--- config.mk ---
export PLATFORM = sky130hd
export DESIGN_NAME = multi_channel_input_debouncer_top_flat
export DESIGN_NICKNAME = d
export VERILOG_FILES = /design/src/hw/rtl/mcid_pkg.sv /design/src/hw/rtl/mcid_if.sv /design/src/hw/rtl/multi_channel_input_debouncer_top.sv /design/src/flat_wrapper.sv
export SDC_FILE = /design/constraint.sdc
export NUM_CORES = 1
export LEC_CHECK = 0
export ABC_AREA = 1
export BUFFER_PORTS_ARGS = -buffer_cell sky130_fd_sc_hd__buf_2
export CORE_AREA = 5 5 199 201
export DETAILED_ROUTE_END_ITERATION = 12
export DIE_AREA = 0 0 204 206
export GPL_TIMING_DRIVEN = 0
export HOLD_SLACK_MARGIN = 0.15
export PLACE_DENSITY = 0.72
export SLEW_MARGIN = 20
export SYNTH_ARGS = -nofsm -noshare
export SYNTH_HDL_FRONTEND = slang
export SYNTH_SLANG_ARGS = --single-unit
--- constraint.sdc ---
create_clock -name clk_i -period 4.8 [get_ports clk_i]
set_input_delay 0.96 -clock clk_i [delete_from_list [all_inputs] [get_ports clk_i]]
set_output_delay 0.96 -clock clk_i [all_outputs]
set_load 0.02 [all_outputs]
--- src/hw/rtl/mcid_pkg.sv ---
// ----------------------------------------------------------------------------
// mcid_pkg
// Types and constants shared by the multi-channel input debouncer.
// ----------------------------------------------------------------------------
package mcid_pkg;

  localparam int unsigned CHANNELS   = 8;
  localparam int unsigned TIME_BITS  = 32;
  localparam int unsigned CH_W       = 3;
  localparam int unsigned DEB_W      = 16;
  localparam int unsigned MASK_W     = 8;
  localparam int unsigned CFG_IDX_W  = 2;
  localparam int unsigned CFG_DATA_W = 16;

  localparam logic [DEB_W-1:0]  DEB_TIME_RST    = DEB_W'(50);
  localparam logic [MASK_W-1:0] ACTIVE_MASK_RST = '0;
  localparam logic [MASK_W-1:0] BOOT_MASK_RST   = '1;

  typedef enum logic [CFG_IDX_W-1:0] {
    CFG_DEBOUNCE_TIME = 2'd0,
    CFG_ACTIVE_MASK   = 2'd1,
    CFG_BOOT_MASK     = 2'd2
  } cfg_idx_e;

  typedef enum logic [1:0] {
    PH_WAIT_EDGE     = 2'd0,
    PH_WAIT_DEBOUNCE = 2'd1,
    PH_WAIT_RELEASE  = 2'd2
  } phase_e;

  // One entry of the per-channel state memory.
  typedef struct packed {
    phase_e               phase;
    logic                 boot_guard;
    logic [TIME_BITS-1:0] start_time;
    logic                 debounced;
    logic                 edge_flag;
  } chan_state_t;

  localparam chan_state_t CHAN_STATE_RST = '{
    phase:      PH_WAIT_EDGE,
    boot_guard: 1'b1,
    start_time: '0,
    debounced:  1'b0,
    edge_flag:  1'b0
  };

endpackage

--- src/hw/rtl/mcid_if.sv ---
// ----------------------------------------------------------------------------
// mcid_if
// Valid/ready channels for pin samples in and debounce results out.
// ----------------------------------------------------------------------------
interface mcid_in_if import mcid_pkg::*; ();
  logic                 valid;
  logic                 ready;
  logic [CH_W-1:0]      channel;
  logic                 level;
  logic [TIME_BITS-1:0] now_ms;

  modport source (output valid, output channel, output level, output now_ms, input ready);
  modport sink   (input valid, input channel, input level, input now_ms, output ready);
endinterface

interface mcid_out_if import mcid_pkg::*; ();
  logic            valid;
  logic            ready;
  logic [CH_W-1:0] out_channel;
  logic            raw_level;
  logic            debounced_level;
  logic            edge_event;
  logic            edge_seen;

  modport source (output valid, output out_channel, output raw_level,
                  output debounced_level, output edge_event, output edge_seen,
                  input ready);
  modport sink   (input valid, input out_channel, input raw_level,
                  input debounced_level, input edge_event, input edge_seen,
                  output ready);
endinterface

--- src/hw/rtl/multi_channel_input_debouncer_top.sv ---
// A sample moves through the stage-1 register, then the output register once that is free.
// Throughput: one sample per cycle unless the output stalls; the state memory is read at the
// transfer and written back as the sample leaves stage 1, with forwarding when consecutive
// samples hit the same channel.
// Reset clears the pipeline, the registers and one valid flop per channel; an entry that is not
// valid reads as the reset state, so no clearing pass is needed.
// ----------------------------------------------------------------------------
// multi_channel_input_debouncer_top
// Per-channel debounce machines whose state lives in a small synchronous memory.
// ----------------------------------------------------------------------------
module multi_channel_input_debouncer_top import mcid_pkg::*; (
  input  logic                  clk_i,
  input  logic                  rst_ni,
  input  logic                  cfg_we_i,
  input  logic [CFG_IDX_W-1:0]  cfg_idx_i,
  input  logic [CFG_DATA_W-1:0] cfg_wdata_i,
  mcid_in_if.sink               in_i,
  mcid_out_if.source            out_o
);

  // Configuration registers
  logic [DEB_W-1:0]  deb_time_q;
  logic [MASK_W-1:0] active_mask_q;
  logic [MASK_W-1:0] boot_mask_q;

  always_ff @(posedge clk_i or negedge rst_ni) begin
    if (!rst_ni) begin
      deb_time_q    <= DEB_TIME_RST;
      active_mask_q <= ACTIVE_MASK_RST;
      boot_mask_q   <= BOOT_MASK_RST;
    end else if (cfg_we_i) begin
      unique case (cfg_idx_e'(cfg_idx_i))
        CFG_DEBOUNCE_TIME: deb_time_q    <= cfg_wdata_i[DEB_W-1:0];
        CFG_ACTIVE_MASK:   active_mask_q <= cfg_wdata_i[MASK_W-1:0];
        CFG_BOOT_MASK:     boot_mask_q   <= cfg_wdata_i[MASK_W-1:0];
        default: ;
      endcase
    end
  end

  // Pipeline control
  logic s1_valid_q, out_valid_q;
  logic s1_adv, in_xfer, out_free;

  assign out_free = !out_valid_q || out_o.ready;
  assign s1_adv   = s1_valid_q && out_free;
  assign in_i.ready = !s1_valid_q || s1_adv;
  assign in_xfer  = in_i.valid && in_i.ready;

  // Stage 1 payload
  logic [CH_W-1:0]      s1_ch_q;
  logic                 s1_lvl_q;
  logic [TIME_BITS-1:0] s1_now_q;

  // State memory, valid flags and forwarding
  chan_state_t          mem [CHANNELS];
  logic [CHANNELS-1:0]  vld_q;
  chan_state_t          rd_q;
  logic                 rd_vld_q;
  logic                 fwd_q;
  chan_state_t          fwd_word_q;
  chan_state_t          cur, nxt;
  logic                 ch_ok;

  always_ff @(posedge clk_i) begin
    if (in_xfer) begin
      rd_q <= mem[in_i.channel];
    end
    if (s1_adv && ch_ok) begin
      mem[s1_ch_q] <= nxt;
    end
  end

  always_ff @(posedge clk_i or negedge rst_ni) begin
    if (!rst_ni) begin
      vld_q      <= '0;
      s1_valid_q <= 1'b0;
      rd_vld_q   <= 1'b0;
      fwd_q      <= 1'b0;
    end else begin
      if (s1_adv && ch_ok) begin
        vld_q[s1_ch_q] <= 1'b1;
      end
      if (in_xfer) begin
        s1_valid_q <= 1'b1;
        rd_vld_q   <= vld_q[in_i.channel];
        // The entry being written at this edge is not yet in the memory read.
        fwd_q      <= s1_adv && ch_ok && (s1_ch_q == in_i.channel);
      end else if (s1_adv) begin
        s1_valid_q <= 1'b0;
      end
    end
  end

  always_ff @(posedge clk_i) begin
    if (in_xfer) begin
      s1_ch_q    <= in_i.channel;
      s1_lvl_q   <= in_i.level;
      s1_now_q   <= in_i.now_ms;
      fwd_word_q <= nxt;
    end
  end

  // Step logic
  logic                 act_lvl, boot_en, is_active, expired, event_b;
  logic [TIME_BITS-1:0] elapsed;

  assign ch_ok     = {1'b0, s1_ch_q} < (CH_W + 1)'(CHANNELS);
  assign act_lvl   = active_mask_q[s1_ch_q];
  assign boot_en   = boot_mask_q[s1_ch_q];
  assign is_active = (s1_lvl_q == act_lvl);
  assign elapsed   = s1_now_q - cur.start_time;
  assign expired   = elapsed >= TIME_BITS'(deb_time_q);

  always_comb begin
    if (fwd_q) begin
      cur = fwd_word_q;
    end else if (rd_vld_q) begin
      cur = rd_q;
    end else begin
      cur = CHAN_STATE_RST;
    end
  end

  always_comb begin
    nxt     = cur;
    event_b = 1'b0;
    unique case (cur.phase)
      PH_WAIT_DEBOUNCE: begin
        if (expired) begin
          if (is_active) begin
            nxt.debounced = act_lvl;
            nxt.edge_flag = 1'b1;
            nxt.phase     = PH_WAIT_RELEASE;
            event_b       = 1'b1;
          end else begin
            nxt.phase = PH_WAIT_EDGE;
          end
        end
      end
      PH_WAIT_RELEASE: begin
        if (!is_active) begin
          nxt.debounced = s1_lvl_q;
          nxt.phase     = PH_WAIT_EDGE;
        end
      end
      default: begin
        if (cur.boot_guard && boot_en) begin
          if (!is_active) begin
            nxt.boot_guard = 1'b0;
          end
        end else if (is_active) begin
          nxt.start_time = s1_now_q;
          nxt.phase      = PH_WAIT_DEBOUNCE;
        end
      end
    endcase
  end

  // Output register
  logic [CH_W-1:0] out_ch_q;
  logic            out_raw_q, out_deb_q, out_evt_q, out_seen_q;

  always_ff @(posedge clk_i or negedge rst_ni) begin
    if (!rst_ni) begin
      out_valid_q <= 1'b0;
    end else if (s1_adv) begin
      out_valid_q <= 1'b1;
    end else if (out_o.ready) begin
      out_valid_q <= 1'b0;
    end
  end

  always_ff @(posedge clk_i) begin
    if (s1_adv) begin
      out_ch_q   <= s1_ch_q;
      out_raw_q  <= s1_lvl_q;
      out_deb_q  <= ch_ok && nxt.debounced;
      out_evt_q  <= ch_ok && event_b;
      out_seen_q <= ch_ok && nxt.edge_flag;
    end
  end

  assign out_o.valid           = out_valid_q;
  assign out_o.out_channel     = out_ch_q;
  assign out_o.raw_level       = out_raw_q;
  assign out_o.debounced_level = out_deb_q;
  assign out_o.edge_event      = out_evt_q;
  assign out_o.edge_seen       = out_seen_q;

`ifndef SYNTHESIS
  a_adv_fills_out: assert property (@(posedge clk_i) disable iff (!rst_ni)
    s1_adv |=> out_valid_q)
    else $error("advancing sample did not reach the output register");

  a_event_sets_seen: assert property (@(posedge clk_i) disable iff (!rst_ni)
    (out_valid_q && out_evt_q) |-> out_seen_q)
    else $error("edge event without sticky edge flag");

  a_writeback_valid: assert property (@(posedge clk_i) disable iff (!rst_ni)
    (s1_adv && ch_ok) |=> vld_q[$past(s1_ch_q)])
    else $error("written channel entry not marked valid");
`endif

endmodule

--- src/flat_wrapper.sv ---
// flat-port wrapper written by rule: the top's interface ports become plain ports
module multi_channel_input_debouncer_top_flat import mcid_pkg::*;
  (clk_i, rst_ni, cfg_we_i, cfg_idx_i, cfg_wdata_i, in_i_valid, in_i_channel, in_i_level, in_i_now_ms, in_i_ready, out_o_valid, out_o_out_channel, out_o_raw_level, out_o_debounced_level, out_o_edge_event, out_o_edge_seen, out_o_ready);
  mcid_in_if in_i_i ();
  mcid_out_if out_o_i ();
  input  logic clk_i;
  input  logic rst_ni;
  input  logic cfg_we_i;
  input  logic [CFG_IDX_W-1:0] cfg_idx_i;
  input  logic [CFG_DATA_W-1:0] cfg_wdata_i;
  input wire logic [$bits(in_i_i.valid)-1:0] in_i_valid;
  input wire logic [$bits(in_i_i.channel)-1:0] in_i_channel;
  input wire logic [$bits(in_i_i.level)-1:0] in_i_level;
  input wire logic [$bits(in_i_i.now_ms)-1:0] in_i_now_ms;
  output wire logic [$bits(in_i_i.ready)-1:0] in_i_ready;
  output wire logic [$bits(out_o_i.valid)-1:0] out_o_valid;
  output wire logic [$bits(out_o_i.out_channel)-1:0] out_o_out_channel;
  output wire logic [$bits(out_o_i.raw_level)-1:0] out_o_raw_level;
  output wire logic [$bits(out_o_i.debounced_level)-1:0] out_o_debounced_level;
  output wire logic [$bits(out_o_i.edge_event)-1:0] out_o_edge_event;
  output wire logic [$bits(out_o_i.edge_seen)-1:0] out_o_edge_seen;
  input wire logic [$bits(out_o_i.ready)-1:0] out_o_ready;
  assign in_i_i.valid = in_i_valid;
  assign in_i_i.channel = in_i_channel;
  assign in_i_i.level = in_i_level;
  assign in_i_i.now_ms = in_i_now_ms;
  assign in_i_ready = in_i_i.ready;
  assign out_o_valid = out_o_i.valid;
  assign out_o_out_channel = out_o_i.out_channel;
  assign out_o_raw_level = out_o_i.raw_level;
  assign out_o_debounced_level = out_o_i.debounced_level;
  assign out_o_edge_event = out_o_i.edge_event;
  assign out_o_edge_seen = out_o_i.edge_seen;
  assign out_o_i.ready = out_o_ready;
  multi_channel_input_debouncer_top u_core (.clk_i(clk_i), .rst_ni(rst_ni), .cfg_we_i(cfg_we_i), .cfg_idx_i(cfg_idx_i), .cfg_wdata_i(cfg_wdata_i), .in_i(in_i_i), .out_o(out_o_i));
endmodule
### After elaboration in Yosys (flattened, before gate mapping)

Memory sizes are Yosys's and may differ from the RTL's. A register that Yosys moved wholly into a read port is not among the register bits.
Index checks and enable logic that the tools add are counted.

| word-level totals | value |
|---|---|
| output and inout bits | 9 |
| flip-flop bits (word level) | 124 |
| input bits | 59 |
| word-level logic and storage cells | 84 |
| memories | 1 |
| bits in writable memories | 296 |

| operators by class | value |
|---|---|
| reduce and logical (&&, ||, !) cells | 17 |
| bitwise operators | 1 |
| mux-type cells | 33 |
| add/subtract/negate cells | 1 |
| equality and inequality tests | 6 |
| magnitude comparators | 4 |

Memories:

| name | words | bits a word | rd ports | clocked after Yosys merged registers in | wr ports | line | RTL |
|---|---|---|---|---|---|---|---|
| u_core.mem | 8 | 37 | 1 | 1 | 1 | multi_channel_input_debouncer_top.sv:56 | `chan_state_t mem [CHANNELS];` |

Operator list:

| kind | count |
|---|---|
| 37-bit two-way mux | 2 |
| 32-bit two-way mux | 2 |
| 33-bit two-way mux | 1 |
| 32-bit by 16-bit >= comparator with 1-bit output | 1 |
| 32-bit subtractor | 1 |
| 1-bit two-way mux | 15 |
| 2-bit two-way mux | 7 |
| 1-bit binary-select mux with 3-bit select | 3 |
| 3-bit by 4-bit less-than comparator with 1-bit output (second input constant) | 2 |
| 8-bit OR | 1 |
| 2-bit AND reduction | 4 |
| 1-bit logical AND | 5 |
| 2-bit by 1-bit == test with 1-bit output (second input constant) | 2 |
| 2-bit == test (second input constant) | 2 |
| 2-bit case mux with 2 select lines | 1 |
| 2-bit nonzero test | 2 |
| 1-bit demux with 3-bit select | 1 |
| 3-bit == test | 1 |
| 3-bit by 1-bit >= comparator with 1-bit output (second input constant) | 1 |
| 1-bit logical NOT | 2 |
| 2-bit logical NOT | 1 |
| 1-bit logical OR | 2 |
| 1-bit case mux with 2 select lines | 1 |
| 2-bit OR reduction | 1 |
| 1-bit == test | 1 |

### Logic depth before layout (Yosys ltp)

Gate-level depths: netlist of the first run.

| logic depth | value |
|---|---|
| depth in word-level cells | 6 |
| mapped depth | 33 |
| mapped depth without buffers | 31 |

### Worst setup path before layout of the first run

OpenSTA, ideal clock, no wires.

| path | value |
|---|---|
| path type | input to register |
| start point | input port out_o_ready |
| end point | register u_core.vld_q[0] |
| required time | 4714 ps |
| path buffers | 0 |
| setup time | 86 ps |
| slack | -468 ps |
| cell stages on the path | 5 |
| data arrival time | 5182 ps |
| path through | inv_1 > nand2_1 > nand2_1 > nor4_1 > or2_2 |

| between the ends | value |
|---|---|
| cells in the longest elaborated chain, start to end | 2 |

Ends and longest elaborated chain:

| element | line | RTL |
|---|---|---|
| start, declared | flat_wrapper.sv:22 | `input wire logic [$bits(out_o_i.ready)-1:0] out_o_ready;` |
| 1-bit logical OR | multi_channel_input_debouncer_top.sv:45 | `assign out_free = !out_valid_q \|\| out_o.ready;` |
| 1-bit logical AND | multi_channel_input_debouncer_top.sv:46 | `assign s1_adv = s1_valid_q && out_free;` |
| end signal, assigned | multi_channel_input_debouncer_top.sv:76 | `vld_q <= '0;` |
| end signal, assigned by index | multi_channel_input_debouncer_top.sv:82 | `vld_q[s1_ch_q] <= 1'b1;` |
| end, declared | multi_channel_input_debouncer_top.sv:57 | `logic [CHANNELS-1:0] vld_q;` |

Every way passes these cells.
A chain may end at the register's enable or synchronous reset.

==> reports/metrics.cfg, run 1 <==
[layout]
mostFrequentLayoutCells=413 x edfxtp_1, 320 x nor2_1, 298 x nand2_1
drive_above_1_share_pct=13.9
num_antenna_cells=0
fillers=2900
final_area_sq_um=23700
area_growth_pct=14.5
final_common_cell=edfxtp_1
fin_nets=2184
fin_cells=2632

[synthesis]
synthFlopType=edfxtp_1
synth-seq-cells=457
netlist_instances=1939
synth_edf_count=413
synth_nets=2037
synthDistinctLibCells=49
ys_async_sr_fraction_pct=9.63
syn_avg_cell_area_sq_um=10.7
syn_area_sq_um=20700
ys_seq_area_share_pct=65.2
yosys_warnings=0

[global_routing]
grt_max_degree=73
overflow=0
grt_pass1_vias=14662
track_usage_pct=25.6
antenna_found_initial=0
grt_pass1_wl_microns=82700

[placement]
post-place-ws_ns=-0.708
placed_area_sq_um=22100
dp_hpwl_microns=38600
io_buffers=67
gp_congestion=0.899
dp_cells=2540

[power]
p_leak_nw=9.11
ir_drop_mv=0.253
p_per_area_nw_per_um2=460

[sta]
final.period_utilization_pct=95.6
fin_ws_ns=0.211
setup_viol=0
worst_pin_slew_ns=1.16
skew_ns=0.0236
hold_viol=0
hold_slack_ns=0.388
timing.final.crit_period_ns=4.59
setup_tns_ns=0
fmax_ghz=0.218
max-slew-margin-rel_pct=21.8
drv_slew=0

[setup_path]
critPathLaunchType=register
arrival_ns=4.99
crit_required_ns=5.20
cpPeakStageDelay_ns=0.35
r2r_end=u_core.mem[4][1]
critPathKind=reg -> reg
cp_slowest_cell=ha_1
reg2reg_from=u_core.rd_vld_q
cp_max_fo=10
regToRegSetupSlack_ns=0.21
reg2reg_depth=29
cp_common_cell=nand2_1
endpoint_kind=register

[detailed_routing]
drtAntennaViolNets=0
viasPerCell=5.67
drt_iter0_markers=1755
drc_errors=0
wl_microns=53900
wire_per_inst_microns=20.5
via_count=14933
dr.pass1.iters=5

[die]
ios=68
core_sq_um=37400
row_count=71
die_w_microns=204
dieArea_sq_um=42000
die_y_microns=206
start_util_pct=55.5

[cts]
cts_inserted_buffers=47
clkTransAtPathRegs_ns=0.06
root_buffer=clkbuf_16
clock_latency_ns=0.58
clock_sinks=457
clockBufferDepth=3
cts_hold_buf=0
cts_tree=done
cts-htree-levels=2

[worst_hold_path]
hold_path_class=in -> async

[job]
maxCapViolCount=0

[run_status]
status=finished clean

==> sequential cells by signal (all words and copies together) (netlist names), 3 cells and up <==
signal,cells
u_core.s1_ch_q,3
u_core.mem,296
u_core.out_o.out_channel,3
u_core.rd_q,37
u_core.active_mask_q,8
u_core.fwd_word_q,37
u_core.boot_mask_q,8
u_core.deb_time_q,16
u_core.s1_now_q,32
u_core.vld_q,8
==> cell type report <==
type	instances	area (sq um)	area share [%]
Sequential cell	457	13500	56.9
Multi-Input combinational cell	1256	6420	27.1
Clock buffer	55	1250	5.26
Timing Repair Buffer	99	726	3.06
Tap cell	511	639	2.69
Inverter	145	557	2.34
Buffer	80	377	1.59
Clock inverter	29	259	1.09
==> power breakdown <==
part           switching, mW  internal, mW  total [mW]  leakage [nW]
sequential             0.110          4.97        5.08          4.34
clock                   1.49          2.12        3.60         0.746
combinational           1.60         0.636        2.24          4.03
total                   3.20          7.72        10.9          9.11
==> per-stage QoR <==
step	util (%)	total power [mW]
6_report	63.5	10.9
5_1_grt	63.5	11.4
4_1_cts	63.2	10.9
3_5_place_dp	59.1	7.28
3_3_place_gp	58.1	7.20
2_1_floorplan	-	6.53
==> worst max path at each step <==
stage          cells past startpoint                 to            start  slack (ns)
2_1_floorplan                      5    u_core.vld_q[0]      out_o_ready       -0.47
3_3_place_gp                       6    u_core.vld_q[0]      out_o_ready       -3.59
3_5_place_dp                      27   u_core.mem[7][1]     u_core.fwd_q       -0.71
4_1_cts                           32  u_core.mem[7][36]  u_core.rd_vld_q        0.02
5_1_grt                           29   u_core.mem[7][1]  u_core.rd_vld_q       -0.02
6_report                          29   u_core.mem[4][1]  u_core.rd_vld_q        0.21
==> worst max-delay path: cells and delay by family (launching register included) <==
family | cells | cell delay [ns]
and+or+nand+nor | 16 | 1.85
xor gates and xnor gates | 1 | 0.22
AOI/OAI and AO/OA | 4 | 0.58
adders and majority gates | 2 | 0.64
buffers and inverters | 6 | 0.77
DFF | 1 | 0.34
==> timing repair <==
item,CTS,global route
setup buffers,1,8
cloned,0,1
pin swaps,1,10
gates resized for setup,10,11
endpoints found under the setup margin,39,39
==> Yosys cell counts, drive strengths merged (2+ instances only) <==
cell      n  area (sq um)
a21oi    55           287
nand3    82           503
a21boi    2          15.0
o22ai    41           257
nor2    338          1300
a21o      4          30.0
a211oi    4          30.0
inv     144           548
nand4    10          62.6
clkbuf   66           248
ha       39           488
o21ai   232          1170
nor4      3          18.8
dfstp    11           289
buf      16           128
dfrtp    33           826
a221oi    2          17.5
o21bai    2          15.0
a22o      2          17.5
a31oi    38           238
nand2   339          1390
a22oi    23           173
or2       4          25.0
xor2     16           148
edfxtp  413         12400
nor3     14          75.1
xnor2     2          17.5
==> per-layer routing <==
layer,vias to the layer above,wire (microns),track usage [%]
met2,636,25700,42.4
met4,0,1490,8.23
met3,95,4570,4.71
met5,-,0,0
li1,7055,-,-
met1,7147,22200,34.8
==> cells by family after synthesis <==
kind of cell    after synthesis  synth area share [%]
compound gates              407                  10.9
xor+xnor                     18                 0.796
fa+ha+maj                    39                  2.35
buf+inv                     227                  4.47
flops                       457                  65.2
simple gates                791                  16.3
Note: power is estimated with default switching activity, not from simulation.
==> inputs of run 2 (changes only) <==
--- a/config.mk
+++ b/config.mk
@@ -6,13 +6,13 @@
 export NUM_CORES = 1
 export LEC_CHECK = 0
 export ABC_AREA = 1
-export BUFFER_PORTS_ARGS = -buffer_cell sky130_fd_sc_hd__buf_2
-export CORE_AREA = 5 5 199 201
+export CORE_AREA = 5 5 196 198
 export DETAILED_ROUTE_END_ITERATION = 12
-export DIE_AREA = 0 0 204 206
+export DIE_AREA = 0 0 201 203
+export DONT_BUFFER_PORTS = 1
 export GPL_TIMING_DRIVEN = 0
 export HOLD_SLACK_MARGIN = 0.15
-export PLACE_DENSITY = 0.72
+export PLACE_DENSITY = 0.73
 export SLEW_MARGIN = 20
 export SYNTH_ARGS = -nofsm -noshare
 export SYNTH_HDL_FRONTEND = slang
==> run 2 against run 1 <==
Design area decreased by 1.9%. Clock power hardly changed. Power down 0.75%. Register-to-register slack better by 0.07 ns. Setup slack better by 0.070 ns.
==> reports/metrics.cfg, run 2 (synthesized netlist as in run 1, its figures left out) <==
[worst_hold_path]
hold_path_class=in -> async

[global_routing]
antenna_found_initial=0
grt_pass1_vias=14335
grt_pass1_wl_microns=80800
overflow=0
track_usage_pct=25.5
grt_max_degree=73

[placement]
dp_hpwl_microns=38000
dp_cells=2429
placed_area_sq_um=21700
gp_congestion=0.900
io_buffers=0

[cts]
cts_inserted_buffers=47
clockBufferDepth=3
clock_latency_ns=0.59
cts-htree-levels=2
clkTransAtPathRegs_ns=0.06
cts_tree=done
clock_sinks=457
root_buffer=clkbuf_16

[sta]
drv_slew=0
max-slew-margin-rel_pct=21.7
skew_ns=0.0222
final.period_utilization_pct=94.2
fmax_ghz=0.221
timing.final.crit_period_ns=4.52
hold_slack_ns=0.211
setup_viol=0
rsz0062_at_grt=false
worst_pin_slew_ns=1.16
hold_viol=0

[die]
ios=68
start_util_pct=57.1
core_sq_um=36300
die_w_microns=201
die_y_microns=203
dieArea_sq_um=40800
row_count=70

[layout]
final_area_sq_um=23300
fin_nets=2111
drive_above_1_share_pct=11.2
top_regs=u_core.mem: 296 flops, u_core.fwd_word_q: 37 flops, u_core.rd_q: 37 flops
multiInputGateArea_sq_um=6420
largest_reg_flops=296
area_growth_pct=12.4
mostFrequentLayoutCells=413 x edfxtp_1, 319 x nor2_1, 298 x nand2_1
top_register=u_core.mem
num_antenna_cells=0
fillers=2753
final_common_cell=edfxtp_1
fin_cells=2520
final-seq-area_sq_um=13500
final_core_util_pct=64.1

[power]
p_per_area_nw_per_um2=465
ir_drop_mv=0.352
p_leak_nw=8.81
total_power_mw=10.8

[setup_path]
critPathLaunchType=register
cp_common_cell=nand2_1
reg2reg_depth=26
cp_num_buf_inv=3
arrival_ns=4.93
r2r_end=u_core.mem[5][1]
regToRegSetupSlack_ns=0.28
cp_slowest_cell=ha_1
crit_required_ns=5.21
startpoint=u_core.fwd_q
critPathKind=reg -> reg
cpPeakStageDelay_ns=0.41
reg2reg_from=u_core.fwd_q
cpLargestDelayFamily=simple AND/OR/NAND/NOR gates
cp_max_fo=16
endpoint_kind=register

[detailed_routing]
wl_microns=52600
dr.pass1.iters=5
viasPerCell=5.82
via_count=14662
drtAntennaViolNets=0
drc_errors=0
wire_per_inst_microns=20.9
drt_iter0_markers=1606

[job]
maxCapViolCount=0

[run_status]
status=finished clean

-- run 2: where the power goes --
| part | internal, mW | total [mW] | leakage (nW) | switching (mW) |
|---|---|---|---|---|
| clock network | 2.05 | 3.58 | 0.747 | 1.54 |
| registers | 4.97 | 5.10 | 4.34 | 0.127 |
| logic | 0.596 | 2.16 | 3.73 | 1.56 |
| total | 7.61 | 10.8 | 8.81 | 3.23 |
-- run 2: per-stage QoR --
step           worst slack (ns)  setup TNS, ns
3_5_place_dp             -0.611         -18.88
5_1_grt                  0.0862              0
3_3_place_gp              -3.59        -312.74
2_1_floorplan            -0.468         -35.42
4_1_cts                 0.00601              0
6_report                  0.281              0
-- run 2: layout make-up --
class	count	area share [%]
buffer	80	1.62
inverter	145	2.39
tap	468	2.51
clock inverter	32	1.18
clock buffer	56	5.41
sequential	457	58.0
multi-input combinational	1256	27.5
timing repair buffer	26	1.34
-- run 2: what timing repair did --
action | in CTS | in global routing
buffers inserted | 0 | 3
pin swaps | 0 | 5
endpoints found under the hold margin | 33 | 0
endpoints found under the setup margin | 39 | 39
cloned | 0 | 1
hold buffers | 1 | 0
gates resized for setup | 7 | 18
-- run 2: metal layers --
metal / GRT usage, % / vias to the layer above / wire, microns / share of wire (%)
li1: - / 6933 / - / -
met1: 34.0 / 6976 / 21400 / 41
met5: 0 / - / 0 / 0
met4: 7.77 / 0 / 1300 / 2.5
met3: 6.09 / 87 / 4670 / 8.9
met2: 42.1 / 666 / 25200 / 48
-- run 2: worst register-to-register path: cells and delay by family, from the launching register on --
kind                     cells  cell delay (ns)
adder cells (fa/ha/maj)      2             0.70
buffers and inverters        3             0.51
flip-flops                   1             0.37
XOR/XNOR                     1             0.22
AND/OR/NAND/NOR             16             1.99
AO/OA/AOI/OAI                4             0.55
-- run 2: how the worst max path moves through the flow --
| stage | cells after the start | slack [ns] | end |
|---|---|---|---|
| after floorplan | 5 | -0.47 | u_core.vld_q[0] |
| after global placement | 5 | -3.59 | u_core.vld_q[0] |
| after detailed placement | 27 | -0.61 | u_core.mem[1][1] |
| after CTS | 26 | 0.006 | u_core.fwd_word_q[36] |
| after global routing | 32 | 0.09 | u_core.mem[5][1] |
| final | 26 | 0.28 | u_core.mem[5][1] |
